File: config.mk
export PLATFORM = sky130hd
export DESIGN_NAME = kvb_queue
export DESIGN_NICKNAME = d
export VERILOG_FILES = /design/src/kvb_queue.sv
export SDC_FILE = /design/constraint.sdc
export NUM_CORES = 1
export LEC_CHECK = 0
export BUFFER_PORTS_ARGS = -buffer_cell sky130_fd_sc_hd__clkbuf_2
export CAP_MARGIN = 20
export CORE_MARGIN = 4
export CORE_UTILIZATION = 36
export CTS_BUF_LIST = sky130_fd_sc_hd__clkbuf_16
export CTS_CLUSTER_SIZE = 30
export DETAILED_ROUTE_END_ITERATION = 6
export GPL_TIMING_DRIVEN = 0
export PLACE_DENSITY = 0.54
export SETUP_SLACK_MARGIN = 0.05
export SLEW_MARGIN = 10
export SYNTH_ARGS = -nofsm -noshare
export SYNTH_HDL_FRONTEND = slang
export SYNTH_SLANG_ARGS = --single-unit
export TNS_END_PERCENT = 50
File: constraint.sdc
create_clock -name clock -period 2.37 [get_ports clock]
set_input_delay 0.474 -clock clock [delete_from_list [all_inputs] [get_ports clock]]
set_output_delay 0.474 -clock clock [all_outputs]
set_load 0.1 [all_outputs]
File: src/kvb_queue.sv
// kvb_queue: small register FIFO used between front and back and on the results.
// Depends on nothing but its parameters.
`timescale 1ns / 1ps

module kvb_queue #(
   parameter int WIDTH = 8,
   parameter int DEPTH = 4
) (
   input  logic             clock,
   input  logic             reset,
   input  logic             wr_en,
   input  logic [WIDTH-1:0] wr_data,
   output logic             full,
   input  logic             rd_en,
   output logic [WIDTH-1:0] rd_data,
   output logic             empty
);

   localparam int AW = (DEPTH > 1) ? $clog2(DEPTH) : 1;

   logic [WIDTH-1:0] slot_ff [DEPTH];
   logic [AW-1:0]    wr_ptr_ff, wr_ptr_in;
   logic [AW-1:0]    rd_ptr_ff, rd_ptr_in;
   logic [AW:0]      count_ff, count_in;
   logic             do_wr, do_rd;

   assign full    = (count_ff == (AW+1)'(DEPTH));
   assign empty   = (count_ff == '0);
   assign do_wr   = wr_en && !full;
   assign do_rd   = rd_en && !empty;
   assign rd_data = slot_ff[rd_ptr_ff];

   always_comb begin
      wr_ptr_in = wr_ptr_ff;
      rd_ptr_in = rd_ptr_ff;
      count_in  = count_ff;
      if (do_wr) begin
         wr_ptr_in = (wr_ptr_ff == AW'(DEPTH-1)) ? '0 : wr_ptr_ff + 1'b1;
      end
      if (do_rd) begin
         rd_ptr_in = (rd_ptr_ff == AW'(DEPTH-1)) ? '0 : rd_ptr_ff + 1'b1;
      end
      if (do_wr && !do_rd) begin
         count_in = count_ff + 1'b1;
      end else if (do_rd && !do_wr) begin
         count_in = count_ff - 1'b1;
      end
   end

   always_ff @(posedge clock) begin
      if (reset) begin
         wr_ptr_ff <= '0;
         rd_ptr_ff <= '0;
         count_ff  <= '0;
      end else begin
         wr_ptr_ff <= wr_ptr_in;
         rd_ptr_ff <= rd_ptr_in;
         count_ff  <= count_in;
      end
   end

   always_ff @(posedge clock) begin
      if (do_wr) begin
         slot_ff[wr_ptr_ff] <= wr_data;
      end
   end

endmodule

==> results of run 1 <==
## metal layers
metal	GRT usage, %	up-vias	wire length [um]
met1	13.3	421	1110
li1	-	401	-
met2	19.4	19	1450
met3	4.22	7	124
met4	6.41	0	60
met5	0	-	0
## cell usage in the layout (no fill, tap or decap)
cell	count
sky130_fd_sc_hd__edfxtp_1	32
sky130_fd_sc_hd__clkbuf_2	12
sky130_fd_sc_hd__buf_2	9
sky130_fd_sc_hd__mux4_2	8
sky130_fd_sc_hd__inv_1	7
sky130_fd_sc_hd__dfxtp_1	7
sky130_fd_sc_hd__ha_1	5
sky130_fd_sc_hd__clkbuf_16	5
sky130_fd_sc_hd__and3_2	4
sky130_fd_sc_hd__nor2_1	3
sky130_fd_sc_hd__a21oi_1	3
sky130_fd_sc_hd__o31ai_2	2
sky130_fd_sc_hd__xor2_1	2
sky130_fd_sc_hd__nand3_1	2
sky130_fd_sc_hd__mux2i_1	2
sky130_fd_sc_hd__dfxtp_2	2
sky130_fd_sc_hd__or3b_1	1
sky130_fd_sc_hd__buf_6	1
sky130_fd_sc_hd__clkinv_4	1
sky130_fd_sc_hd__nor2_2	1
sky130_fd_sc_hd__nor3_2	1
sky130_fd_sc_hd__clkbuf_1	1
sky130_fd_sc_hd__nor3_1	1
sky130_fd_sc_hd__or3_1	1
sky130_fd_sc_hd__nand2_1	1
sky130_fd_sc_hd__o21ai_1	1
sky130_fd_sc_hd__o21ai_0	1
sky130_fd_sc_hd__or3_2	1
sky130_fd_sc_hd__fa_1	1
sky130_fd_sc_hd__ha_2	1
## Yosys cell counts, types with 2 or more instances
library cell / instances / area share (%)
sky130_fd_sc_hd__nand3_1: 2 / 0.61
sky130_fd_sc_hd__nor2_1: 3 / 0.68
sky130_fd_sc_hd__mux2i_1: 2 / 1.2
sky130_fd_sc_hd__dfxtp_1: 9 / 11
sky130_fd_sc_hd__ha_1: 6 / 4.6
sky130_fd_sc_hd__edfxtp_1: 32 / 58
sky130_fd_sc_hd__nor3_1: 2 / 0.61
sky130_fd_sc_hd__o31ai_2: 2 / 1.5
sky130_fd_sc_hd__xor2_1: 2 / 1.1
sky130_fd_sc_hd__a21oi_1: 3 / 0.91
sky130_fd_sc_hd__and3_2: 4 / 1.8
sky130_fd_sc_hd__inv_1: 4 / 0.91
sky130_fd_sc_hd__mux4_2: 8 / 11
## worst paths after layout
path	startpoint	end	slack (ns)	cells past startpoint
max	count_ff[2]	count_ff[2]	0.13	10
min	wr_data[6]	slot_ff[2][6]	0.42	1
max reg2reg	count_ff[2]	count_ff[2]	0.13	10
min reg2reg	rd_ptr_ff[0]	rd_ptr_ff[0]	0.51	2
## stage by stage
stage          hold slack [ns]  instance area [um^2]  setup TNS, ns  setup WS [ns]  instances
2_1_floorplan            0.463                  1650        -0.0154        -0.0154         92
3_3_place_gp             0.482                  1820              0         0.0617        164
3_5_place_dp             0.507                  1820              0         0.0320        164
4_1_cts                  0.409                  1950              0         0.0432        172
5_1_grt                  0.418                  1950       -0.00827       -0.00827        171
6_report                 0.417                  1950              0          0.127        171
## power breakdown
part / leakage, nW / internal, mW / switching [mW]
sequential: 0.368 / 0.881 / 0.0649
clock: 0.0776 / 0.378 / 0.240
combinational: 0.289 / 0.250 / 0.744
## flip-flops by register name, summed over array words and instances (netlist names), named ones only
name,count
slot_ff,32
wr_ptr_ff,2
rd_ptr_ff,2
count_ff,3
## final cells by class
cell class	instances	area [um^2]
fillers	392	2430
flip-flops and latches	41	1140
multi-input cells	42	464
clock buffers	5	125
repair buffers	20	100
well taps	52	65.1
inverters	5	23.8
plain buffers	3	20.0
clock inverters	3	11.3
## what timing repair did
item / CTS / global route
gates resized for setup: 1 / 10
cloned: 0 / 0
endpoints found under the setup margin: 3 / 9
hold endpoints to repair: 0 / 0
## kinds of logic after synthesis
group,after synthesis,synth area share (%)
buffers and inverters,9,2.89
muxes,10,12.2
and+or+nand+nor,16,5.70
xor gates and xnor gates,2,1.06
AOI/OAI and AO/OA,7,3.04
adders and majority gates,7,5.78
DFF,41,69.4
==> summary by stage, run 1 <==
Run status
The flow ran to the end, and the final reports show no timing, DRC or antenna violations.

Worst setup path
Together, buffers and inverters on the worst path number 3. For the worst setup path, the data required time is 2.58 ns. For the worst setup path, the data arrival time is 2.45 ns. The largest single stage delay on the critical path is 0.40 ns.

The cell with the biggest individual delay on the critical path is sky130_fd_sc_hd__or3_2. In this run the worst path has a maximum fanout of 7. The element type at the critical path start is a register.

The critical path's top delay family is simple AND/OR/NAND/NOR gates. Traced cell by cell, the critical path runs through or3b_1 -> buf_6 -> clkinv_4 -> nor2_2 -> ha_2 -> inv_1 -> fa_1 -> xor2_1 -> or3_2 -> a21oi_1. The critical path is of the register to register type.

The kind of end point of the critical path is a register.

Drt
Across all layers, the routed design uses 848 vias. The detailed router finished its first iteration with 57 violations. For this block, the routed nets add up to 2.75 mm of wire. The average wire length per cell after detail routing is 16.1 um. The number of antenna-violating nets in the routed design is 0. The first TritonRoute pass finished after 4 iterations. Using the TritonRoute via totals, the vias-per-cell ratio works out to 4.96. In the routed design, unresolved DRC markers number 0.

Logic synthesis
The prevailing post-synth register cell is sky130_fd_sc_hd__edfxtp_1. Yosys mapped the design onto 26 distinct sky130hd cell types. When the netlist entered floorplanning its net count stood at 111. The synthesized area is 1650 um^2. The average cell area after synthesis is 17.9 um^2.

In the synthesized netlist the async set-or-reset flop fraction comes to 0%. The register bit total from synthesis is 41. The number of warning messages in the yosys log is 0. The number of standard cells after synthesis is 92. Counting flops with a built-in enable in the synthesized netlist gives 32.

Sequential elements use 69.4% of the synthesized area.

Min path
In this run the worst hold path is classified as input pin to register.

Final layout
The utilization after layout is 44.5%. The post-synthesis to final-layout area growth is 18.7%. The net count reported at finish is 137. The repair_antennas step left the layout with diodes totalling 0. The share of post-route cells with drive strength above 1 is 40.3%.

Timing
Measured against its own limit, the worst slew margin works out to 64.0%. Setup violations remaining at the end of the flow were counted as 0. After layout, the worst path uses 94.6% of the clock period. The maximum clock frequency is 446 MHz. The number of hold-slack violations in the final timing report is 0. Setup repair after global routing could not meet its margin everywhere.

The worst-margin pin slew is 0.542 ns. The max-slew violation total from the final report was 0. On the final layout, the worst clock skew is 0.00398 ns. Subtracting the final worst setup slack from the clock period gives 2.24 ns.

Floorplanning
For this design the top-level I/O count stands at 22. Row generation in the floorplan step produced 24 rows. The die covers 5720 um^2.

Once the floorplan was initialized, standard cells occupied 37.5% of the core. In this run the vertical extent of the chip is 75.6 um. The placeable core area is 4380 um^2.

The die width is 75.6 um.

Power
Summing internal, switching and leakage power gives 2.56 mW. The analysis attributes to cell leakage a power of 0.734 nW. Across the VDD grid, the largest voltage drop is 626 uV. Power spread over the standard cell area amounts to 1310 nW/um^2.

Clock network
The H-tree was split into 2 levels. The clock root buffer is sky130_fd_sc_hd__clkbuf_16. The clock network latency to the later pin of the worst-skew pair is 0.28 ns. TritonCTS built the clock tree. After clock tree synthesis, the flow added hold-fix buffers numbering 0. The post-CTS repair timing setup buffer count is 0. The number of clock sinks is 41. The largest buffer count on any clock path is 2. After clock tree synthesis, the clock-pin slew on the worst setup and hold paths is 0.05 ns.

TritonCTS created 5 clock buffers.

GRT
The total overflow reported by the global router is 0. Entering global routing, the biggest net connects 12 pins. The first global-routing pass estimated 4.64 mm of wire.

The number of antenna violations at the first check in global routing is 0. The number of global-route vias before repair is 939. The all-layer global routing usage is 11.8%.

Flow run
The total of max-cap violations is 0.

Placement
The wire-length estimate of the detail-placed layout is 1.94 mm. The routability congestion estimate from global placement is 0.769. Port buffering added 20 buffers.
No activity file was read; power rests on OpenSTA's default activity.
==> run 2, diff against run 1 <==
- PLACE_DENSITY: 0.54 -> default
- PLACE_DENSITY_LB_ADDON: default -> 0.3
==> run 2 against run 1 <==
Compared with the run above: setup slack got worse by 0.020 ns; sequential share of layout area fell by 0.63 points; design area increased by 1.5%; sequential power down 0.6%; clock skew down 0.0014 ns; register-to-register slack lost 0.02 ns.
==> summary by stage, run 2 (synthesis results as in run 1) <==
Run status
The run finished with clean final reports.

Worst setup path
The required time at the endpoint of the critical path was 2.57 ns (about the same). The largest stage delay on the critical path is 0.40 ns (about the same). The critical path data arrival time is 2.46 ns (about the same). The kind of end point of the critical path is a register. The critical path goes through or3b_1 -> buf_6 -> clkinv_4 -> nor2_2 -> ha_1 -> inv_1 -> fa_1 -> xor2_1 -> or3_2 -> a21oi_1. The cell with the biggest individual delay on the critical path is sky130_fd_sc_hd__or3_2. The critical-path maximum fanout is 7 (unchanged). STA classifies the critical path startpoint as a register.

The type of the setup path with the least slack is register to register.

Timing
The max-slew violation total from the final report is 0 (unchanged). The worst-margin pin slew is 0.540 ns (-0.00256 ns). The number of hold-slack violations in the final timing report is 0 (unchanged). The maximum clock skew at final layout was 0.00260 ns (-0.00138 ns). The setup TNS after final layout is 0 ns (unchanged).

The worst hold slack across all endpoints was 0.417 ns (-0.000583 ns). The maximum clock frequency is 442 MHz (-0.87%). The number of failing setup endpoints in the final timing report was 0 (unchanged). The portion of the clock cycle consumed by the worst path in the final layout is 95.5% (+0.83 points).

The clock period minus final worst setup slack came to 2.26 ns (+0.0197 ns). The setup slack of the critical path after layout is 0.108 ns (-0.0197 ns). Setup repair after global routing could not meet its margin everywhere. The worst slew margin relative to its limit came to 64.2% (+0.17 points).

Clock network
The clock network latency to the later pin of the worst-skew pair is 0.27 ns (about the same). The clock root buffer is sky130_fd_sc_hd__clkbuf_16. The number of buffers created by CTS is 5 (unchanged).

The count of hold-fix buffers inserted at cts is 0 (unchanged). The number of levels the H-tree was split into is 2 (unchanged). The clock-pin slew of the registers on the worst-case setup and hold paths came to 0.05 ns (about the same). The number of clock sinks is 41 (unchanged). The CTS tree is done. The largest buffer count on any clock path was 2 (unchanged).

GRT
The first-pass GRT wire length was 4.38 mm (-5.5%). The number of global-route vias before repair was 935 (-0.43%). The total overflow reported by the global router is 0 (unchanged).

The number of antenna violations at the first check in global routing came to 0 (unchanged). The all-layer global routing usage is 10.9% (-0.90 points). The maximum number of pins on one net before global-route repair is 13 (+1).

Final layout
The share of post-route cells with drive strength above 1 is 41.2% (+0.84 points). The register with the most flip-flops is slot_ff. The utilization after layout was 45.2% (+0.68 points). The number of non-filler instances in the completed layout came to 171 (unchanged). The top cell types in the final layout, fill and taps aside, are sky130_fd_sc_hd__edfxtp_1, sky130_fd_sc_hd__clkbuf_2, sky130_fd_sc_hd__buf_2, sky130_fd_sc_hd__mux4_2, sky130_fd_sc_hd__dfxtp_1. The final instance area is 1980 um^2 (+1.5%). From synthesis to final layout, the design area changed by 20.5%. The net count reported at finish is 138 (+0.73%). Leaving out fill and tap cells, the most frequent cell in the layout is sky130_fd_sc_hd__edfxtp_1.

The number of flip-flops under the largest register name is 32 (unchanged). In the final layout, the registers with the most flip-flops are slot_ff x32, count_ff x3. The number of antenna cells inserted is 0 (unchanged).

Placement
The routability congestion estimate from global placement is 0.740 (-3.8%). The total placed instance area was 1820 um^2 (unchanged). The number of port buffers was 20 (unchanged). The worst setup timing slack at the placement stage is 0.0112 ns (-0.0208 ns).

The detailed placer's ending HPWL is 1.93 mm (-0.67%). The cell count after placement was 164 (unchanged).

Drt
The number of remaining DRC errors is 0 (unchanged). The average wire length per cell after detail routing is 16.0 um (-0.36%). The number of violations reported at the end of detailed-routing iteration 0 is 78 (+37%).

The per-cell via count in the routed design is 5.02 (+1.3%). The first-pass detailed-route iteration total is 4 (unchanged). The total routed wirelength is 2.74 mm (-0.36%). The number of antenna-violating nets in the routed design is 0 (unchanged).

The via total after detailed routing is 859 (+1.3%).

Floorplanning
The die width is 75.6 um (unchanged). The placeable core area is 4380 um^2 (unchanged). The vertical die dimension came to 75.6 um (unchanged). The row count is 24 (unchanged). The starting utilization of the core area is 37.5% (unchanged). The die area was 5720 um^2 (unchanged).

The I/O pin total is 22 (unchanged).

Power
The total leakage power is 0.739 nW (+0.71%). The total power consumption of the routed design is 2.68 mW (+4.6%). The peak supply drop came to 690 uV (+10%). The total power per unit cell area was 1350 nW/um^2 (+3.0%).

Min path
The worst hold path belongs to the class input pin to register.

Flow run
The total of max-cap violations is 0 (unchanged).
run 2: changes by cell type in the layout (fill, tap and decap cells not counted):
| cell | previous run | this run |
|---|---|---|
| sky130_fd_sc_hd__inv_1 | 7 | 4 |
| sky130_fd_sc_hd__dfxtp_2 | 2 | 0 |
| sky130_fd_sc_hd__dfxtp_4 | 0 | 2 |
| sky130_fd_sc_hd__buf_1 | 0 | 1 |
| sky130_fd_sc_hd__bufinv_16 | 0 | 1 |
| sky130_fd_sc_hd__clkinv_2 | 0 | 1 |
| sky130_fd_sc_hd__ha_1 | 5 | 6 |
| sky130_fd_sc_hd__ha_2 | 1 | 0 |
run 2: layout make-up:
type / instances / area (um^2)
repair buffers: 20 / 100
flip-flops and latches: 41 / 1150
plain buffers: 4 / 23.8
fillers: 390 / 2400
inverters: 5 / 23.8
clock inverters: 2 / 35.0
well taps: 52 / 65.1
clock buffers: 5 / 125
multi-input cells: 42 / 462
run 2: worst max-delay path: cells and delay by family, from the launching register on:
kind / cells / cell delay (ns)
xor gates and xnor gates: 1 / 0.16
DFF: 1 / 0.35
buffers and inverters: 3 / 0.23
AOI/OAI and AO/OA: 1 / 0.15
adders and majority gates: 2 / 0.57
and+or+nand+nor: 3 / 0.72
run 2: worst paths after layout:
kind / depth (start not counted) / startpoint / slack (ns) / end
max: 10 / count_ff[2] / 0.11 / count_ff[2]
min: 1 / wr_data[5] / 0.42 / slot_ff[0][5]
max reg2reg: 10 / count_ff[2] / 0.11 / count_ff[2]
min reg2reg: 2 / rd_ptr_ff[0] / 0.50 / register
run 2: where the power goes:
part / switching (mW) / internal (mW) / leakage (nW)
Clock: 0.243 / 0.488 / 0.0797
Sequential: 0.0553 / 0.885 / 0.368
Combinational: 0.755 / 0.251 / 0.291
Total: 1.05 / 1.62 / 0.739
run 2: timing repair:
item                                    in CTS  in global routing
buffers inserted                             0                  0
pin swaps                                    0                  0
endpoints found under the setup margin       1                  9
resized for setup                            2                 10
run 2: metal layers:
layer  share of wire, %  global-route usage [%]  up-vias
met5                  0                       0        -
met4               0.88                    5.24        0
met3                6.2                    4.22        4
met2                 52                    17.4       20
met1                 41                    12.9      429
li1                   -                       -      406
==> run 3, diff against run 2 <==
- PLACE_DENSITY: default -> 0.51
- PLACE_DENSITY_LB_ADDON: 0.3 -> default
==> run 3 against run 2 <==
Compared with the run above: design area down 0.19%; clock power down 6.0%; die area unchanged; clock-buffer cell count up 1; wire length down 5.9%; final cell count unchanged; non-clock buffer count down 1; flip-flop and latch count unchanged; first-iteration DRC count down 32%; setup slack better by 0.0095 ns; critical path type is now register to output pin; power down 2.0%; largest cell class unchanged.
==> summary by stage, run 3 (synthesis results as in run 1) <==
Run status
The flow ran to the end, and the final reports show no timing, DRC or antenna violations.

Worst setup path
The critical path goes through buf_2 -> mux4_2 -> clkbuf_2. The buffering stage count on the worst path with inverters included came to 2 (-1). The required time at the endpoint of the critical path is 1.90 ns (-0.67 ns). The largest stage delay on the critical path is 0.54 ns (+0.14 ns). The critical path data arrival time is 1.78 ns (-0.68 ns). The critical-path maximum fanout is 8 (+1). On the critical path, the stage with the largest delay is an instance of sky130_fd_sc_hd__mux4_2. The kind of end point of the critical path is an output pin.

The critical path's top delay family is buffers and inverters. The element type at the critical path start is a register. The type of the setup path with the least slack is register to output pin. The launch instance of the worst register-to-register path is count_ff[2].

Clock network
The post-CTS repair timing setup buffer count is 0 (unchanged). The number of clock sinks is 41 (unchanged). The clock network latency to the later pin of the worst-skew pair was 0.27 ns (about the same). TritonCTS built the clock tree. The number of buffers created by CTS is 5 (unchanged). The clock-pin slew of the registers on the worst-case setup and hold paths is 0.05 ns (about the same). The clock root buffer is sky130_fd_sc_hd__clkbuf_16. The number of levels the H-tree was split into is 2 (unchanged).

The largest buffer count on any clock path is 2 (unchanged).

Placement
The detailed placer's ending HPWL was 1.81 mm (-6.2%). The number of port buffers was 20 (unchanged). The routability congestion estimate from global placement was 0.750 (+1.4%). The worst setup timing slack at the placement stage is -0.000220 ns (-0.0114 ns). The total placed instance area is 1820 um^2 (unchanged). The cell count after placement came to 164 (unchanged).

Timing
The maximum clock skew at final layout came to 0.00312 ns (+0.000517 ns). Setup repair after global routing could not meet its margin everywhere. The worst-margin pin slew is 0.542 ns (+0.00213 ns).

The portion of the clock cycle consumed by the worst path in the final layout is 95.1% (-0.40 points). The setup slack of the critical path after layout was 0.117 ns (+0.00952 ns). The maximum clock frequency is 444 MHz (+0.42%).

The number of failing setup endpoints in the final timing report is 0 (unchanged). The worst slew margin relative to its limit came to 64.0% (-0.14 points). The number of hold-slack violations in the final timing report was 0 (unchanged).

The setup TNS after final layout is 0 ns (unchanged). The worst hold slack across all endpoints is 0.420 ns (+0.00348 ns). The clock period minus final worst setup slack is 2.25 ns (-0.00952 ns). The max-slew violation total from the final report is 0 (unchanged).

GRT
The total overflow reported by the global router came to 0 (unchanged). The maximum number of pins on one net before global-route repair is 13 (unchanged). The all-layer global routing usage came to 10.7% (-0.20 points). The number of global-route vias before repair came to 922 (-1.4%). The first-pass GRT wire length was 4.26 mm (-2.7%).

The number of antenna violations at the first check in global routing was 0 (unchanged).

Final layout
Counting flops per register, the top entry is slot_ff. The share of post-route cells with drive strength above 1 is 41.2% (unchanged). The top cell types in the final layout, fill and taps aside, are sky130_fd_sc_hd__edfxtp_1, sky130_fd_sc_hd__clkbuf_2, sky130_fd_sc_hd__buf_2, sky130_fd_sc_hd__mux4_2, sky130_fd_sc_hd__dfxtp_1.

The leading cell type in the layout, fill and taps excluded is sky130_fd_sc_hd__edfxtp_1. The number of flip-flops under the largest register name is 32 (unchanged). The number of non-filler instances in the completed layout came to 171 (unchanged). The utilization after layout came to 45.1% (-0.086 points).

The final instance area is 1980 um^2 (-0.19%). The post-synthesis to final-layout area growth is 20.3%. The number of antenna cells inserted is 0 (unchanged). The net count reported at finish is 137 (-0.72%). The largest registers in the layout are slot_ff x32, count_ff x3.

Drt
The number of remaining DRC errors was 0 (unchanged). The total routed wirelength came to 2.58 mm (-5.9%). The number of antenna-violating nets in the routed design is 0 (unchanged).

The per-cell via count in the routed design is 4.94 (-1.6%). The via total after detailed routing is 845 (-1.6%). The detailed-routing wirelength on met1 is 1.11 mm (-1.4%). After detailed routing, no signal wire sits above met4. The number of violations reported at the end of detailed-routing iteration 0 came to 53 (-32%). The total met3 wirelength after detailed routing is 120 um (-29%). The average wire length per cell after detail routing was 15.1 um (-5.9%). The met2 wire length is 1.28 mm (-9.1%).

The first-pass detailed-route iteration total is 4 (unchanged).

Floorplanning
The die area is 5720 um^2 (unchanged). The vertical die dimension was 75.6 um (unchanged). The die width is 75.6 um (unchanged). The row count is 24 (unchanged). The I/O pin total was 22 (unchanged).

The placeable core area is 4380 um^2 (unchanged). The starting utilization of the core area is 37.5% (unchanged).

Flow run
The total of max-cap violations was 0 (unchanged).

Min path
The worst hold path belongs to the class input pin to register. The start point of the worst min-delay path is wr_data[6].

Power
The total power per unit cell area is 1320 nW/um^2 (-1.9%). The peak supply drop is 675 uV (-2.1%). The total power consumption of the routed design is 2.62 mW (-2.0%). The total leakage power is 0.738 nW (-0.15%).
[run 3: final timing paths]
path | to | depth (start not counted) | slack [ns]
max | rd_data[1] | 3 | 0.12
min | slot_ff[2][6] | 1 | 0.42
max reg2reg | count_ff[2] | 10 | 0.12
min reg2reg | register | 2 | 0.50
[run 3: what timing repair did]
item,in CTS,in global routing
gates resized for setup,2,10
hold buffers,0,0
pin swaps,0,0
endpoints found under the setup margin,2,9
[run 3: cell type report]
class,count,area [um^2]
well taps,52,65.1
clock buffers,6,150
flip-flops and latches,41,1150
clock inverters,2,7.51
inverters,5,23.8
plain buffers,3,20.0
repair buffers,20,100
fillers,398,2400
multi-input cells,42,464
[run 3: layer usage]
| layer | up-vias | track usage [%] |
|---|---|---|
| met5 | - | 0 |
| met4 | 0 | 6.99 |
| met3 | 5 | 2.77 |
| met2 | 21 | 17.4 |
| met1 | 414 | 12.3 |
| li1 | 405 | - |
[run 3: power breakdown]
part           switching, mW  internal [mW]
Clock                  0.241          0.446
Combinational          0.737          0.249
Sequential            0.0648          0.885
